<file path="src/design/slbe_pkg.sv">
// Shared types, codes and cell/readout functions for the scanline line buffer.
`default_nettype none

package slbe_pkg;

    // Default number of line entries
    localparam int LINE_ENTRIES_DEFAULT = 160;

    // Command codes
    typedef enum logic [1:0] {
        CMD_CLEAR   = 2'd0,
        CMD_HEADER  = 2'd1,
        CMD_GRAPHIC = 2'd2,
        CMD_READ    = 2'd3
    } cmd_t;

    // Configuration register indexes
    localparam logic CFG_KANGAROO  = 1'b0;
    localparam logic CFG_READ_MODE = 1'b1;

    // Readout formats
    localparam logic [1:0] RM_WIDE  = 2'd0;
    localparam logic [1:0] RM_NONE  = 2'd1;
    localparam logic [1:0] RM_HIRES = 2'd2;
    localparam logic [1:0] RM_HIRES_B = 2'd3;

    // Sequencer states
    typedef enum logic [1:0] {
        ST_IDLE,
        ST_CELLS,
        ST_READ
    } state_t;

    // Configuration seen by the sequencer
    typedef struct packed {
        logic       kangaroo;
        logic [1:0] read_mode;
    } cfg_t;

    // Line memory access request
    typedef struct packed {
        logic       clear;
        logic       wr_en;
        logic [7:0] wr_addr;
        logic [4:0] wr_data;
        logic       rd_en;
        logic [7:0] rd_addr;
    } ram_req_t;

    // Extract cell idx of a graphic byte
    function automatic logic [3:0] cell_code(input logic [7:0] b, input logic mode,
                                             input logic [1:0] idx);
        logic [3:0] c;
        c = 4'd0;
        if (mode) begin
            if (!idx[0])
                c = {b[3:2], b[7:6]};
            else
                c = {b[1:0], b[5:4]};
        end else begin
            case (idx)
                2'd0:    c = {2'b00, b[7:6]};
                2'd1:    c = {2'b00, b[5:4]};
                2'd2:    c = {2'b00, b[3:2]};
                default: c = {2'b00, b[1:0]};
            endcase
        end
        return c;
    endfunction

    // Build the entry value written for a nonzero cell
    function automatic logic [4:0] entry_value(input logic [3:0] c, input logic [2:0] pal,
                                               input logic mode);
        return mode ? {pal[2], c} : {pal, c[1:0]};
    endfunction

    // Map a value with empty low bits to background
    function automatic logic [4:0] color_of(input logic [4:0] v);
        return (v[1:0] != 2'b00) ? v : 5'd0;
    endfunction

    // Turn one entry into {left, right} colour indices
    function automatic logic [9:0] readout_map(input logic [4:0] e, input logic [1:0] rm);
        logic [4:0] l;
        logic [4:0] r;
        case (rm)
            RM_HIRES:
            begin
                l = {e[4], 2'b00, e[1], e[3]};
                r = {e[4], 2'b00, e[0], e[2]};
            end
            RM_HIRES_B:
            begin
                l = {e[4:1], 1'b0};
                r = {e[4:2], e[0], 1'b0};
            end
            default:
            begin
                l = e;
                r = e;
            end
        endcase
        return {color_of(l), color_of(r)};
    endfunction

endpackage

`default_nettype wire

</file>
<file path="src/design/slbe_line_ram.sv">
// Line entry memory with per-entry valid bits and a registered read port.
`default_nettype none

module slbe_line_ram #(
    parameter int LINE_ENTRIES = slbe_pkg::LINE_ENTRIES_DEFAULT
) (
    input  wire logic               clk,
    input  wire logic               rst_n,
    input  wire slbe_pkg::ram_req_t req,
    output logic [4:0]              rd_entry
);
    import slbe_pkg::*;

    localparam int AW = (LINE_ENTRIES > 1) ? $clog2(LINE_ENTRIES) : 1;
    localparam logic [8:0] LIMIT = 9'(LINE_ENTRIES);

    logic [4:0]              mem [LINE_ENTRIES];
    logic [LINE_ENTRIES-1:0] valid_reg;
    logic [4:0]              rd_data_reg;
    logic                    rd_hit_reg;
    logic                    wr_in_range;
    logic                    rd_in_range;
    logic [AW-1:0]           wr_idx;
    logic [AW-1:0]           rd_idx;

    // Decode addresses against the store depth
    assign wr_in_range = ({1'b0, req.wr_addr} < LIMIT);
    assign rd_in_range = ({1'b0, req.rd_addr} < LIMIT);
    assign wr_idx      = req.wr_addr[AW-1:0];
    assign rd_idx      = req.rd_addr[AW-1:0];

    // Write the entry array
    always_ff @(posedge clk)
    begin
        if (req.wr_en && wr_in_range)
            mem[wr_idx] <= req.wr_data;
    end

    // Clear all valid bits at once, set on write
    always_ff @(posedge clk or negedge rst_n)
    begin
        if (!rst_n)
            valid_reg <= '0;
        else if (req.clear)
            valid_reg <= '0;
        else if (req.wr_en && wr_in_range)
            valid_reg[wr_idx] <= 1'b1;
    end

    // Register the read data
    always_ff @(posedge clk)
    begin
        if (req.rd_en)
            rd_data_reg <= mem[rd_idx];
    end

    // Register whether the read hit a written entry
    always_ff @(posedge clk or negedge rst_n)
    begin
        if (!rst_n)
            rd_hit_reg <= 1'b0;
        else if (req.rd_en)
            rd_hit_reg <= rd_in_range && valid_reg[rd_idx];
    end

    // Unwritten or out-of-range entries read as zero
    assign rd_entry = rd_hit_reg ? rd_data_reg : 5'd0;

endmodule

`default_nettype wire

</file>
<file path="src/design/slbe_ctrl.sv">
// Command sequencer: object header state, cell writes and read issue.
`default_nettype none

module slbe_ctrl (
    input  wire logic               clk,
    input  wire logic               rst_n,
    input  wire logic               in_valid,
    output logic                    in_ready,
    input  wire logic [1:0]         cmd,
    input  wire logic [7:0]         graphic_byte,
    input  wire logic [15:0]        graphic_address,
    input  wire logic               holey_8,
    input  wire logic               holey_16,
    input  wire logic [2:0]         object_palette,
    input  wire logic [7:0]         object_hpos,
    input  wire logic               object_write_mode,
    input  wire logic               update_write_mode,
    input  wire logic [7:0]         entry_index,
    input  wire slbe_pkg::cfg_t     cfg,
    input  wire logic               out_free,
    output slbe_pkg::ram_req_t      req,
    output logic                    out_load
);
    import slbe_pkg::*;

    state_t     state_reg, state_next;
    logic [7:0] pos_reg, pos_next;
    logic [2:0] palette_reg, palette_next;
    logic       wmode_reg, wmode_next;
    logic [7:0] byte_reg, byte_next;
    logic [1:0] cnt_reg, cnt_next;

    logic       accept;
    logic       holey;
    logic [7:0] masked_byte;
    logic [7:0] src_byte;
    logic [1:0] src_idx;
    logic [3:0] cur_cell;
    logic       do_cell;
    logic       last_cell;

    assign accept = in_valid && (state_reg == ST_IDLE);

    // Zero the byte on holey addresses
    assign holey = graphic_address[15] &&
                   ((holey_16 && graphic_address[12]) || (holey_8 && graphic_address[11]));
    assign masked_byte = holey ? 8'd0 : graphic_byte;

    // Select the cell being written this cycle
    assign src_byte  = (state_reg == ST_CELLS) ? byte_reg : masked_byte;
    assign src_idx   = (state_reg == ST_CELLS) ? cnt_reg : 2'd0;
    assign cur_cell  = cell_code(src_byte, wmode_reg, src_idx);
    assign do_cell   = (accept && (cmd == CMD_GRAPHIC)) || (state_reg == ST_CELLS);
    assign last_cell = (src_idx == (wmode_reg ? 2'd1 : 2'd3));

    // Next state
    always_comb
    begin
        state_next = state_reg;
        case (state_reg)
            ST_IDLE:
            begin
                if (accept && (cmd == CMD_GRAPHIC))
                    state_next = ST_CELLS;
                else if (accept && (cmd == CMD_READ) && (cfg.read_mode != RM_NONE))
                    state_next = ST_READ;
            end
            ST_CELLS:
            begin
                if (last_cell)
                    state_next = ST_IDLE;
            end
            ST_READ:
            begin
                if (out_free)
                    state_next = ST_IDLE;
            end
            default:
                state_next = ST_IDLE;
        endcase
    end

    // Outputs
    always_comb
    begin
        in_ready     = (state_reg == ST_IDLE);
        out_load     = (state_reg == ST_READ) && out_free;
        req.clear    = accept && (cmd == CMD_CLEAR);
        req.wr_en    = do_cell && ((cur_cell != 4'd0) || cfg.kangaroo);
        req.wr_addr  = pos_reg;
        req.wr_data  = (cur_cell != 4'd0) ? entry_value(cur_cell, palette_reg, wmode_reg)
                                          : 5'd0;
        req.rd_en    = accept && (cmd == CMD_READ);
        req.rd_addr  = entry_index;
    end

    // Header state, position and cell counter
    always_comb
    begin
        pos_next     = pos_reg;
        palette_next = palette_reg;
        wmode_next   = wmode_reg;
        byte_next    = byte_reg;
        cnt_next     = cnt_reg;
        if (accept && (cmd == CMD_HEADER))
        begin
            palette_next = object_palette;
            pos_next     = object_hpos;
            if (update_write_mode)
                wmode_next = object_write_mode;
        end
        if (do_cell)
            pos_next = pos_reg + 8'd1;
        if (accept && (cmd == CMD_GRAPHIC))
        begin
            byte_next = masked_byte;
            cnt_next  = 2'd1;
        end
        else if (state_reg == ST_CELLS)
            cnt_next = cnt_reg + 2'd1;
    end

    // Control registers
    always_ff @(posedge clk or negedge rst_n)
    begin
        if (!rst_n)
        begin
            state_reg   <= ST_IDLE;
            pos_reg     <= 8'd0;
            palette_reg <= 3'd0;
            wmode_reg   <= 1'b0;
            cnt_reg     <= 2'd0;
        end
        else
        begin
            state_reg   <= state_next;
            pos_reg     <= pos_next;
            palette_reg <= palette_next;
            wmode_reg   <= wmode_next;
            cnt_reg     <= cnt_next;
        end
    end

    // Hold the graphic byte
    always_ff @(posedge clk)
    begin
        byte_reg <= byte_next;
    end

endmodule

`default_nettype wire

</file>
<file path="src/design/scanline_line_buffer_engine.sv">
// Scanline line buffer: top level with configuration and result registers.
//
// Usage:
//   Input beats (in_valid/in_ready) carry one command each: clear store,
//   object header, graphic byte or read entry. Result beats
//   (out_valid/out_ready) carry a pair of colour register indices, one for
//   each read entry command when read_mode is not 1.
//   Clear and header complete as they are accepted. A graphic byte covers
//   four cells in write mode 0 and two in write mode 1: one cell is written
//   to the line memory per cycle through its single write port. A read first
//   reads the memory, then loads the result register once it is free;
//   out_valid rises as the result register is loaded. Clear acts on the
//   whole store at once because each entry carries a valid bit in flops
//   that clear resets together. Reset empties the line store, zeroes
//   position, palette, write mode and both configuration registers, and
//   drops any pending result. A stalled receiver holds the result
//   register; other commands are still taken, but a further read blocks
//   the input until that register frees. The user writes configuration
//   (cfg_we, cfg_addr, cfg_wdata) only while idle; the block does not check.
`default_nettype none

module scanline_line_buffer_engine #(
    parameter int LINE_ENTRIES = slbe_pkg::LINE_ENTRIES_DEFAULT
) (
    input  wire logic        clk,
    input  wire logic        rst_n,
    input  wire logic        cfg_we,
    input  wire logic        cfg_addr,
    input  wire logic [1:0]  cfg_wdata,
    input  wire logic        in_valid,
    output logic             in_ready,
    input  wire logic [1:0]  cmd,
    input  wire logic [7:0]  graphic_byte,
    input  wire logic [15:0] graphic_address,
    input  wire logic        holey_8,
    input  wire logic        holey_16,
    input  wire logic [2:0]  object_palette,
    input  wire logic [7:0]  object_hpos,
    input  wire logic        object_write_mode,
    input  wire logic        update_write_mode,
    input  wire logic [7:0]  entry_index,
    output logic             out_valid,
    input  wire logic        out_ready,
    output logic [4:0]       left_color_index,
    output logic [4:0]       right_color_index
);
    import slbe_pkg::*;

    cfg_t       cfg;
    ram_req_t   req;
    logic [4:0] rd_entry;
    logic       out_load;
    logic       out_free;
    logic       kangaroo_reg;
    logic [1:0] read_mode_reg;
    logic       out_valid_reg;
    logic [9:0] pair_reg;

    // Configuration registers
    always_ff @(posedge clk or negedge rst_n)
    begin
        if (!rst_n)
        begin
            kangaroo_reg  <= 1'b0;
            read_mode_reg <= RM_WIDE;
        end
        else if (cfg_we)
        begin
            case (cfg_addr)
                CFG_KANGAROO:  kangaroo_reg  <= cfg_wdata[0];
                CFG_READ_MODE: read_mode_reg <= cfg_wdata;
                default:       kangaroo_reg  <= kangaroo_reg;
            endcase
        end
    end

    assign cfg.kangaroo  = kangaroo_reg;
    assign cfg.read_mode = read_mode_reg;

    slbe_ctrl u_ctrl (
        .clk               (clk),
        .rst_n             (rst_n),
        .in_valid          (in_valid),
        .in_ready          (in_ready),
        .cmd               (cmd),
        .graphic_byte      (graphic_byte),
        .graphic_address   (graphic_address),
        .holey_8           (holey_8),
        .holey_16          (holey_16),
        .object_palette    (object_palette),
        .object_hpos       (object_hpos),
        .object_write_mode (object_write_mode),
        .update_write_mode (update_write_mode),
        .entry_index       (entry_index),
        .cfg               (cfg),
        .out_free          (out_free),
        .req               (req),
        .out_load          (out_load)
    );

    slbe_line_ram #(
        .LINE_ENTRIES (LINE_ENTRIES)
    ) u_line_ram (
        .clk      (clk),
        .rst_n    (rst_n),
        .req      (req),
        .rd_entry (rd_entry)
    );

    // Result register is free when empty or being taken
    assign out_free = !out_valid_reg || out_ready;

    // Result valid flag
    always_ff @(posedge clk or negedge rst_n)
    begin
        if (!rst_n)
            out_valid_reg <= 1'b0;
        else if (out_load)
            out_valid_reg <= 1'b1;
        else if (out_ready)
            out_valid_reg <= 1'b0;
    end

    // Map the read entry into the result pair
    always_ff @(posedge clk)
    begin
        if (out_load)
            pair_reg <= readout_map(rd_entry, read_mode_reg);
    end

    assign out_valid         = out_valid_reg;
    assign left_color_index  = pair_reg[9:5];
    assign right_color_index = pair_reg[4:0];

endmodule

`default_nettype wire

</file>
<file path="config.mk">
export PLATFORM = sky130hd
export DESIGN_NAME = scanline_line_buffer_engine
export DESIGN_NICKNAME = d
export VERILOG_FILES = /design/src/design/slbe_pkg.sv /design/src/design/slbe_line_ram.sv /design/src/design/slbe_ctrl.sv /design/src/design/scanline_line_buffer_engine.sv
export SDC_FILE = /design/constraint.sdc
export NUM_CORES = 1
export LEC_CHECK = 0
export ABC_AREA = 1
export BUFFER_PORTS_ARGS = -buffer_cell sky130_fd_sc_hd__buf_2
export CAP_MARGIN = 20
export CORE_ASPECT_RATIO = 1.25
export CORE_MARGIN = 2
export CORE_UTILIZATION = 50
export CTS_BUF_LIST = sky130_fd_sc_hd__clkbuf_16
export CTS_CLUSTER_DIAMETER = 60
export DETAILED_ROUTE_END_ITERATION = 6
export PLACE_DENSITY_LB_ADDON = 0.1
export SLEW_MARGIN = 40
export SYNTH_ARGS = -nofsm -noshare
export SYNTH_HDL_FRONTEND = slang
export SYNTH_HIERARCHICAL = 1
export SYNTH_SLANG_ARGS = --single-unit
</file>
<file path="constraint.sdc">
create_clock -name clk -period 7.9 [get_ports clk]
set_clock_uncertainty 0.1 [all_clocks]
set_input_delay 0 -clock clk [delete_from_list [all_inputs] [get_ports clk]]
set_output_delay 0 -clock clk [all_outputs]
set_load 0.005 [all_outputs]
</file>
# After elaboration in Yosys (flattened, before gate mapping)

Memories as Yosys holds them, arrays and structs flattened. A register that Yosys moved wholly into a read port is not among the register bits.
Index checks and enable logic that the tools add are counted.
Widths: inputs -> output; s select.

Register bits: 199
RAM bits: 800
Output and inout bits: 12
Word-level logic and storage cells: 103
Memories kept: 1

Memory list:

| memory         | words | width | read ports | clocked after Yosys merged registers in | wr ports | RTL line            | source |
|---|---|---|---|---|---|---|---|
| u_line_ram.mem | 160   | 5     | 1          | 1                                       | 1        | slbe_line_ram.sv:17 | `logic [4:0] mem [LINE_ENTRIES];` |

Add/sub/neg operators: 2
Magnitude comparators: 5
Eq/ne operators: 14
Multiplexer cells: 33
Bitwise logic cells: 2
Reduce and logical (&&, ||, !) cells: 33

Operators with widths:

| cell                | count |
|---|---|
| $mux 160            | 2 |
| $or 160x160->160    | 1 |
| $mux 8              | 4 |
| $mux 5              | 4 |
| $lt 8x9->1 const B  | 2 |
| $lt 8x8->1 const B  | 2 |
| $mux 2              | 8 |
| $pmux 4 s2          | 2 |
| $logic_and 1x1->1   | 14 |
| $eq 2x2->1 const B  | 6 |
| $mux 4              | 3 |
| $pmux 2 s3          | 2 |
| $reduce_bool 2->1   | 6 |
| $add 8x1->8 const B | 1 |
| $bmux 1 s8          | 1 |
| $demux 1 s8         | 1 |
| $ge 8x1->1 const B  | 1 |
| $eq 2x1->1 const B  | 3 |
| $logic_not 2->1     | 3 |
| $mux 1              | 6 |
| $ne 2x1->1 const B  | 3 |
| $reduce_and 2->1    | 3 |
| $logic_or 1x1->1    | 4 |
| $reduce_bool 4->1   | 1 |
| other kinds (6)     | 6 |

# Longest topological paths before layout

Gate-level depths: netlist (run 1).

Word-level depth: 13
Depth in mapped cells: 18
Depth with buffers taken out: 17

# Cells and area by module

The synthesis (run 1) kept the hierarchy.

By module, submodules not included:

| module                      | instances | cells an instance | area each (µm²) | sequential area each (µm²) |
|---|---|---|---|---|
| slbe_line_ram               | 1         | 3558              | 39780.7         | 28202.0 |
| slbe_ctrl                   | 1         | 201               | 1564.0          | 640.6 |
| scanline_line_buffer_engine | 1         | 57                | 601.8           | 400.4 |

# Worst setup path before layout (run 1)

OpenSTA, ideal clock, no wires.

Path type: register -> register
Start point: register u_ctrl.state_reg[1]
End point: memory u_line_ram.mem[0][2] (data pin)
Setup time: 0.558 ns
Data arrival time: 4.924 ns
Path slack: 2.318 ns
Stages on the path, launching flop included: 10
Cell sequence: dfrtp_1 > inv_2 > nand2_2 > inv_2 > nand3_1 > nand2_1 > nor2_1 > nand3_2 > nand2_1 > inv_1

RTL lines:

| what                   | RTL line            | source |
|---|---|---|
| start, declared        | slbe_ctrl.sv:26     | `state_t state_reg, state_next;` |
| start signal, assigned | slbe_ctrl.sv:136    | `state_reg <= state_next;` |
| end, declared          | slbe_line_ram.sv:17 |  |

==> key figures, run 1 <==
Status
  – Status: completed

Synth
  – Synth Cell Area: between 40000 and 50000 µm²
  – Post-synthesis xor/xnor area fraction: less than 1%
  – Yosys warnings: 6
  – Compound-gate portion of the synthesized area: approximately 7.4%
  – Synth cell types: 43
  – Yosys reg bits: ~1000
  – Syn avg cell area: 11.0 µm²
  – Synthesized net count: between 3000 and 4000
  – Largest family of logic cells by synthesized area: simple AND/OR/NAND/NOR gates
  – Simple-gate share of the synthesized area: 18.8%
  – Multiplexer area fraction after synthesis: 0%
  – Register area share after synthesis: a little over two thirds
  – Post-Synth Adder-Cell Area: 0.0298%
  – Synth Instances: roughly 3800

Worst setup path
  – Worst Path Class, Setup: flip-flop to flip-flop
  – CP Cell Sequence: inv_2 -> nand2_2 -> inv_2 -> nand3_1 -> nand2_8 -> nor2_1 -> nand4_1 -> nand2_1 -> inv_1 -> nand2_1 -> inv_2 -> nand3_2 -> nor2_1
  – CP top delay family: simple AND/OR/NAND/NOR gates
  – CP Capture Type: flip-flop
  – Largest stage delay, worst path: about 0.8 ns
  – Max FO, Critical Path: 78
  – Crit-path slowest cell: nor2_1
  – Crit path from: u_ctrl/state_reg[1]
  – WP data required: just over 8 ns
  – Crit start category: flip-flop
  – Critical path's most frequent cell: inv_2
  – Crit path DAT: ~4.5 ns
  – R2R Path Start: u_ctrl/state_reg[1]
  – Worst path bufs/invs: 4

Routing
  – Antenna viol nets, final: 0
  – Iter 0 DRT Violations: ~2700
  – DR WL/cell: between 20 and 25 µm
  – Routed vias/inst: about 5.8
  – Vias: around 29000
  – Residual DRC: 0
  – DRT Wirelength: approximately 110 mm
  – Drt pass-1 iters: 5

STA
  – Endpoints failing setup: 0
  – Final Hold Viols: 0
  – Unrepaired setup endpoints after global routing: no
  – Rel. slew slack: approximately 39%
  – Fmax: ~0.23 GHz
  – Post-route setup slack: roughly 3.6 ns
  – Slew Viols, Final: 0
  – Setup TNS: 0 ns
  – Tmin final: 4.29 ns
  – Worst slew pin tran: slightly above 0.9 ns
  – Final Cycle Share: between 50% and 60%

Global routing
  – First-pass GRT wire length: 169 mm
  – Pin count of the biggest net entering global routing: approximately 190
  – GRT overflow: 0
  – Tot GR Track Use: a little over a quarter
  – Number of global-route vias before repair: 27600
  – Initial antenna violation count: 3

Floorplanning
  – Core Rows: 118
  – Die height: about 330 µm
  – Die W: between 200 and 300 µm
  – Core area: 83000 µm²
  – Die area: ~86000 µm²
  – I/O pin cnt: a little under 70
  – Initial Utilization: between 50% and 60%

Pwr
  – Power per standard cell area: around 290 nW/µm²
  – Leak: approximately 17 nW
  – Maximum vdd drop: about 0.24 mV

CTS
  – Clk pin slew, worst setup/hold paths: around 0.060 ns
  – Worst skew pair latency: 0.66 ns
  – Setup Buffers After CTS: 0
  – H-Tree Depth: 3
  – Clock tree buffer depth: 3
  – CTS tree: yes
  – Clk root buf: clkbuf_16
  – Total CTS buffers: a little under 100
  – Post-CTS Resized: 0
  – CTS Hold Bufs: a little under 80
  – CTS Sinks: ~1000

Placed design
  – RD Place Congestion: ~0.83
  – Number of I/O port buffers: 55
  – HPWL after DPL: ~60 mm
  – Post-Place Worst Slack: roughly 3.7 ns

Job
  – Total of max-cap violations: 0

Final layout
  – Layout Nets: between 3000 and 4000
  – Share of cells above drive strength 1: 6.88%
  – Area grow syn2layout: 11.5%
  – Commonest non-fill, non-tap cell in the layout: nor2_1
  – Max FFs per register: 800
  – Most frequent cells in the layout: nor2_1, edfxtp_1, nand2_1, nand3_1, o21ai_0

Hold path
  – Hold Path Class: input port to flip-flop
  – HP Start: update_write_mode
-- cells by family after synthesis --
logic type | after synthesis
flip-flops | 1004
adder cells (fa/ha/maj) | 1
AO/OA/AOI/OAI | 543
AND/OR/NAND/NOR | 1926
buffers and inverters | 338
XOR/XNOR | 4
-- report_power, final --
part           internal, mW  total (mW)  switching [mW]
combinational         0.442        2.10            1.66
clock                  2.58        4.54            1.96
sequential             6.58        6.70           0.122
total                  9.60        13.3            3.74
-- metrics by stage --
stage	instances	cell area, µm²	hold slack (ns)	utilization, %	power (mW)
floorplan	3816	41900	-0.396	-	8.01
global placement	4742	42700	-0.104	51.5	8.74
detailed placement	4743	42800	-0.102	51.5	8.79
CTS	5001	46600	0.0387	56.2	13.4
global route	5006	46800	0.102	56.4	13.8
finish	5006	46800	0.0957	56.4	13.3
-- final cells by class --
class	instances	area (µm²)
Tap cell	1080	1350
Timing Repair Buffer	176	1610
Multi-Input combinational cell	2474	11100
Antenna cell	1	2.50
Inverter	90	389
Clock buffer	102	2550
Fill cell	7171	36200
Sequential cell	1004	29200
Clock inverter	79	544
-- Yosys cell counts (all sizes together) --
cell type | n | area (µm²)
nor2 | 836 | 3190
edfxtp | 823 | 24700
nand2 | 683 | 2580
nand3 | 385 | 1940
o21ai | 307 | 1540
dfrtp | 181 | 4530
buf | 154 | 976
o22ai | 112 | 701
clkbuf | 94 | 353
inv | 87 | 329
a21oi | 59 | 295
o221ai | 28 | 245
o31ai | 19 | 143
nor3 | 10 | 72.6
nand4 | 8 | 65.1
o21ba | 6 | 60.1
o211ai | 5 | 42.5
a32o | 4 | 40.0
and3 | 3 | 18.8
clkinv | 3 | 23.8
xor2 | 3 | 26.3
a211oi | 1 | 7.51
a22oi | 1 | 12.5
ha | 1 | 12.5
nor3b | 1 | 7.51
o311ai | 1 | 8.76
xnor2 | 1 | 8.76
-- tightest hold or removal path, stage by stage --
cell and delay, ns:
buf_2 0.10, nand2_1 0.07, a21oi_1 0.07, dlygate4sd3_1 0.55
-- per-layer routing --
metal,vias to the layer above,track usage (%),wire [µm]
met5,-,0,28
met4,4,11.9,4940
met3,225,3.22,7000
met2,952,43.8,55100
met1,14300,34.3,45900
li1,13300,-,-
-- final timing paths --
| kind | endpoint | slack (ns) | cells past startpoint |
|---|---|---|---|
| setup / recovery | u_line_ram/mem[17][2] | 3.61 | 13 |
| min in group asynchronous | u_line_ram/valid_reg[45] | 0.50 | 4 |
| hold reg to reg | u_line_ram/valid_reg[108] | 0.39 | 2 |
| hold / removal | u_ctrl/wmode_reg | 0.1 | 4 |
| max in group asynchronous | u_line_ram/valid_reg[86] | 6.54 | 4 |
| setup reg to reg | u_line_ram/mem[17][2] | 3.61 | 13 |
Note: power is estimated with default switching activity, not from simulation.
==> inputs of run 2 (changes only) <==
Settings changed: ABC_AREA 1 to 0.
Clock period 7.9 ns to 3.63 ns, I/O delays scaled along.
==> run 2 against run 1 <==
Compared with the run above:
- setup slack worse by 3.5 ns
- global-route usage fell by 1.9 points
- largest cell class unchanged
- sequential power grew 110%
- register-to-register slack lost 3.5 ns
- sequential share of layout area barely moved
- clock power rose by 110%
- wire length down 13%
- final area about the same
- combinational power rose by 74%
- area after synthesis fell by 3.6%
- final cell count decreased by 26%
- critical path depth shrank 3
==> key figures, run 2 <==
Routing
  – Residual DRC: 0
  – Iter 0 DRT Violations: approximately 2200
  – Antenna viol nets, final: 0
  – Drt pass-1 iters: 7
  – DR WL/cell: between 20 and 30 µm
  – Vias: between 20000 and 25000
  – DRT Wirelength: about 98 mm
  – Routed vias/inst: around 6

Placed design
  – Post-DP Area: between 40000 and 50000 µm²
  – RD Place Congestion: about 0.85
  – Number of I/O port buffers: between 50 and 60
  – HPWL after DPL: 62.2 mm

Pwr
  – Overall power: approximately 28 mW
  – Leak: 16.5 nW
  – Maximum vdd drop: slightly above 0.7 mV
  – Power per standard cell area: between 500 and 600 nW/µm²

STA
  – Rel. slew slack: 39.3%
  – Worst slew pin tran: roughly 0.91 ns
  – Setup TNS: 0 ns
  – Slew Viols, Final: 0
  – Endpoints failing setup: 0
  – Fmax: around 0.29 GHz
  – Final Cycle Share: roughly 96%
  – Final Hold Viols: 0
  – Tmin final: ~3.5 ns
  – Unrepaired setup endpoints after global routing: no

Floorplanning
  – Die height: between 300 and 400 µm
  – I/O pin cnt: approximately 70
  – Initial Utilization: around half
  – Core Rows: ~120
  – Core area: about 80000 µm²
  – Die W: roughly 260 µm
  – Die area: a little over 80000 µm²

Worst setup path
  – CP Capture Type: flip-flop
  – R2R Path Start: u_ctrl/wmode_reg
  – Worst Path Class, Setup: flip-flop to flip-flop
  – Crit start category: flip-flop
  – Max FO, Critical Path: 16
  – Worst reg2reg path depth: 10
  – WP data required: 3.83 ns
  – Flop2flop setup slack: 0.16 ns
  – Crit path from: u_ctrl/wmode_reg
  – Critical path endpoint: u_line_ram/mem[117][3]
  – Reg2Reg Capture Point: u_line_ram/mem[117][3]
  – Crit path DAT: 3.67 ns

Final layout
  – Max FFs per register: 800
  – Area of the multi-input gates: around 10000 µm²
  – Layout Nets: around 2600
  – Most frequent cells in the layout: edfxtp_1, nor2_1, mux4_2, dfrtp_1, buf_4
  – Area grow syn2layout: 15.7%
  – Fin area: 46800 µm²
  – Share of cells above drive strength 1: 25.0%
  – Commonest non-fill, non-tap cell in the layout: edfxtp_1
  – FF/Latch Area: roughly 30000 µm²
  – FILL cells: between 6000 and 7000

Synth
  – Yosys reg bits: ~1000
  – Syn avg cell area: about 18 µm²
  – EDFF count, synth: 823
  – Synthesized net count: between 2000 and 2500
  – Most used DFF post-synth: edfxtp_1
  – Register area share after synthesis: about 72%
  – Most common cell in the synthesized netlist: edfxtp_1
  – Synth Cell Area: ~40000 µm²
  – Area share of the largest cell type after synthesis: just over 60%
  – Yosys warnings: 6
  – Async set or reset register ratio after synthesis: a little under a fifth
  – Synth Instances: 2292
  – Post-synth top cells: edfxtp_1, nor2_1, mux4_2
  – Synth area leaders: edfxtp_1, mux4_2, dfrtp_1
  – Synth cell types: 78
  – Yosys top cell by area: edfxtp_1

Global routing
  – GRT overflow: 0
  – Number of global-route vias before repair: approximately 22000
  – Initial antenna violation count: 6
  – First-pass GRT wire length: approximately 150 mm
  – Pin count of the biggest net entering global routing: 161
  – Tot GR Track Use: between 20% and 30%

CTS
  – Clk pin slew, worst setup/hold paths: approximately 0.070 ns
  – Clock tree buffer depth: 3
  – CTS tree: yes
  – Clk root buf: clkbuf_16
  – Worst skew pair latency: between 0.6 and 0.7 ns
  – Setup Buffers After CTS: 0
  – Total CTS buffers: just under 100
  – CTS Sinks: approximately 1000
  – H-Tree Depth: 3

Hold path
  – HP Start: out_ready
  – Hold Path Class: input port to flip-flop

Job
  – Total of max-cap violations: 0

Status
  – Status: completed
-- run 2: metal layers --
| layer | vias up | global-route usage (%) | routed length, µm | share of wire, % |
|---|---|---|---|---|
| met3 | 171 | 4.41 | 6160 | 6.3 |
| met5 | - | 0 | 64 | 0.065 |
| met1 | 11300 | 30.8 | 37600 | 38 |
| met2 | 651 | 41.8 | 50600 | 52 |
| met4 | 10 | 9.24 | 3620 | 3.7 |
| li1 | 9414 | - | - | - |
-- run 2: area by class of cell --
class	count	share of cell area, %
Inverter	13	0.104
Tap cell	1062	2.84
Sequential cell	1004	62.5
Antenna cell	1	0.00535
Clock buffer	101	5.41
Clock inverter	83	1.19
Multi-Input combinational cell	1139	22.4
Timing Repair Buffer	294	5.47
-- run 2: through the flow --
step	hold WS, ns	std cells	setup WS (ns)	utilization [%]
5_1_grt	0.0873	3696	0.00327	58.4
3_5_place_dp	0.0336	3438	0.213	53.5
4_1_cts	0.0472	3696	0.153	58.3
3_3_place_gp	0.00940	3438	0.274	53.5
2_1_floorplan	-0.396	2292	0.0130	-
6_report	0.0848	3697	0.158	58.4
-- run 2: worst max-delay path: stages, from the launching register on --
cell	delay, ns
dfrtp_1	0.63
nor4b_1	0.13
a211oi_2	0.23
o311ai_1	0.21
and3_4	0.28
a31oi_4	0.17
and2_1	0.22
buf_4	0.23
nand3_1	0.20
buf_12	0.23
nor2_1	0.45
-- run 2: worst min path at each step --
stage | slack, ns | to | depth (start not counted)
floorplan | -0.40 | kangaroo_reg | 0
global placement | 0.009 | u_ctrl/cnt_reg[1] | 1
detailed placement | 0.03 | u_ctrl/cnt_reg[1] | 1
CTS | 0.05 | out_valid | 4
global route | 0.09 | out_valid | 4
finish | 0.08 | out_valid | 4
-- run 2: what timing repair did --
item                                    CTS  global route
hold endpoints to repair                335             0
hold buffers                             74             0
gates resized for setup                   0             4
endpoints found under the setup margin    0            22
-- run 2: cells by family (layout without fill, tap and decap cells) --
group	Yosys count	count (layout)	synth area share [%]
AO/OA/AOI/OAI	123	123	2.34
XOR/XNOR	3	3	0.0650
adder cells (fa/ha/maj)	1	1	0.0309
buffers and inverters	149	491	1.87
flip-flops	1004	1004	72.3
multiplexers	315	315	16.1
other	0	1	0
AND/OR/NAND/NOR	697	697	7.31
-- run 2: power breakdown --
| part | switching [mW] | leakage (nW) | internal [mW] |
|---|---|---|---|
| combinational | 2.64 | 4.93 | 1.01 |
| clock | 4.27 | 1.58 | 5.41 |
| sequential | 0.218 | 9.97 | 14.1 |
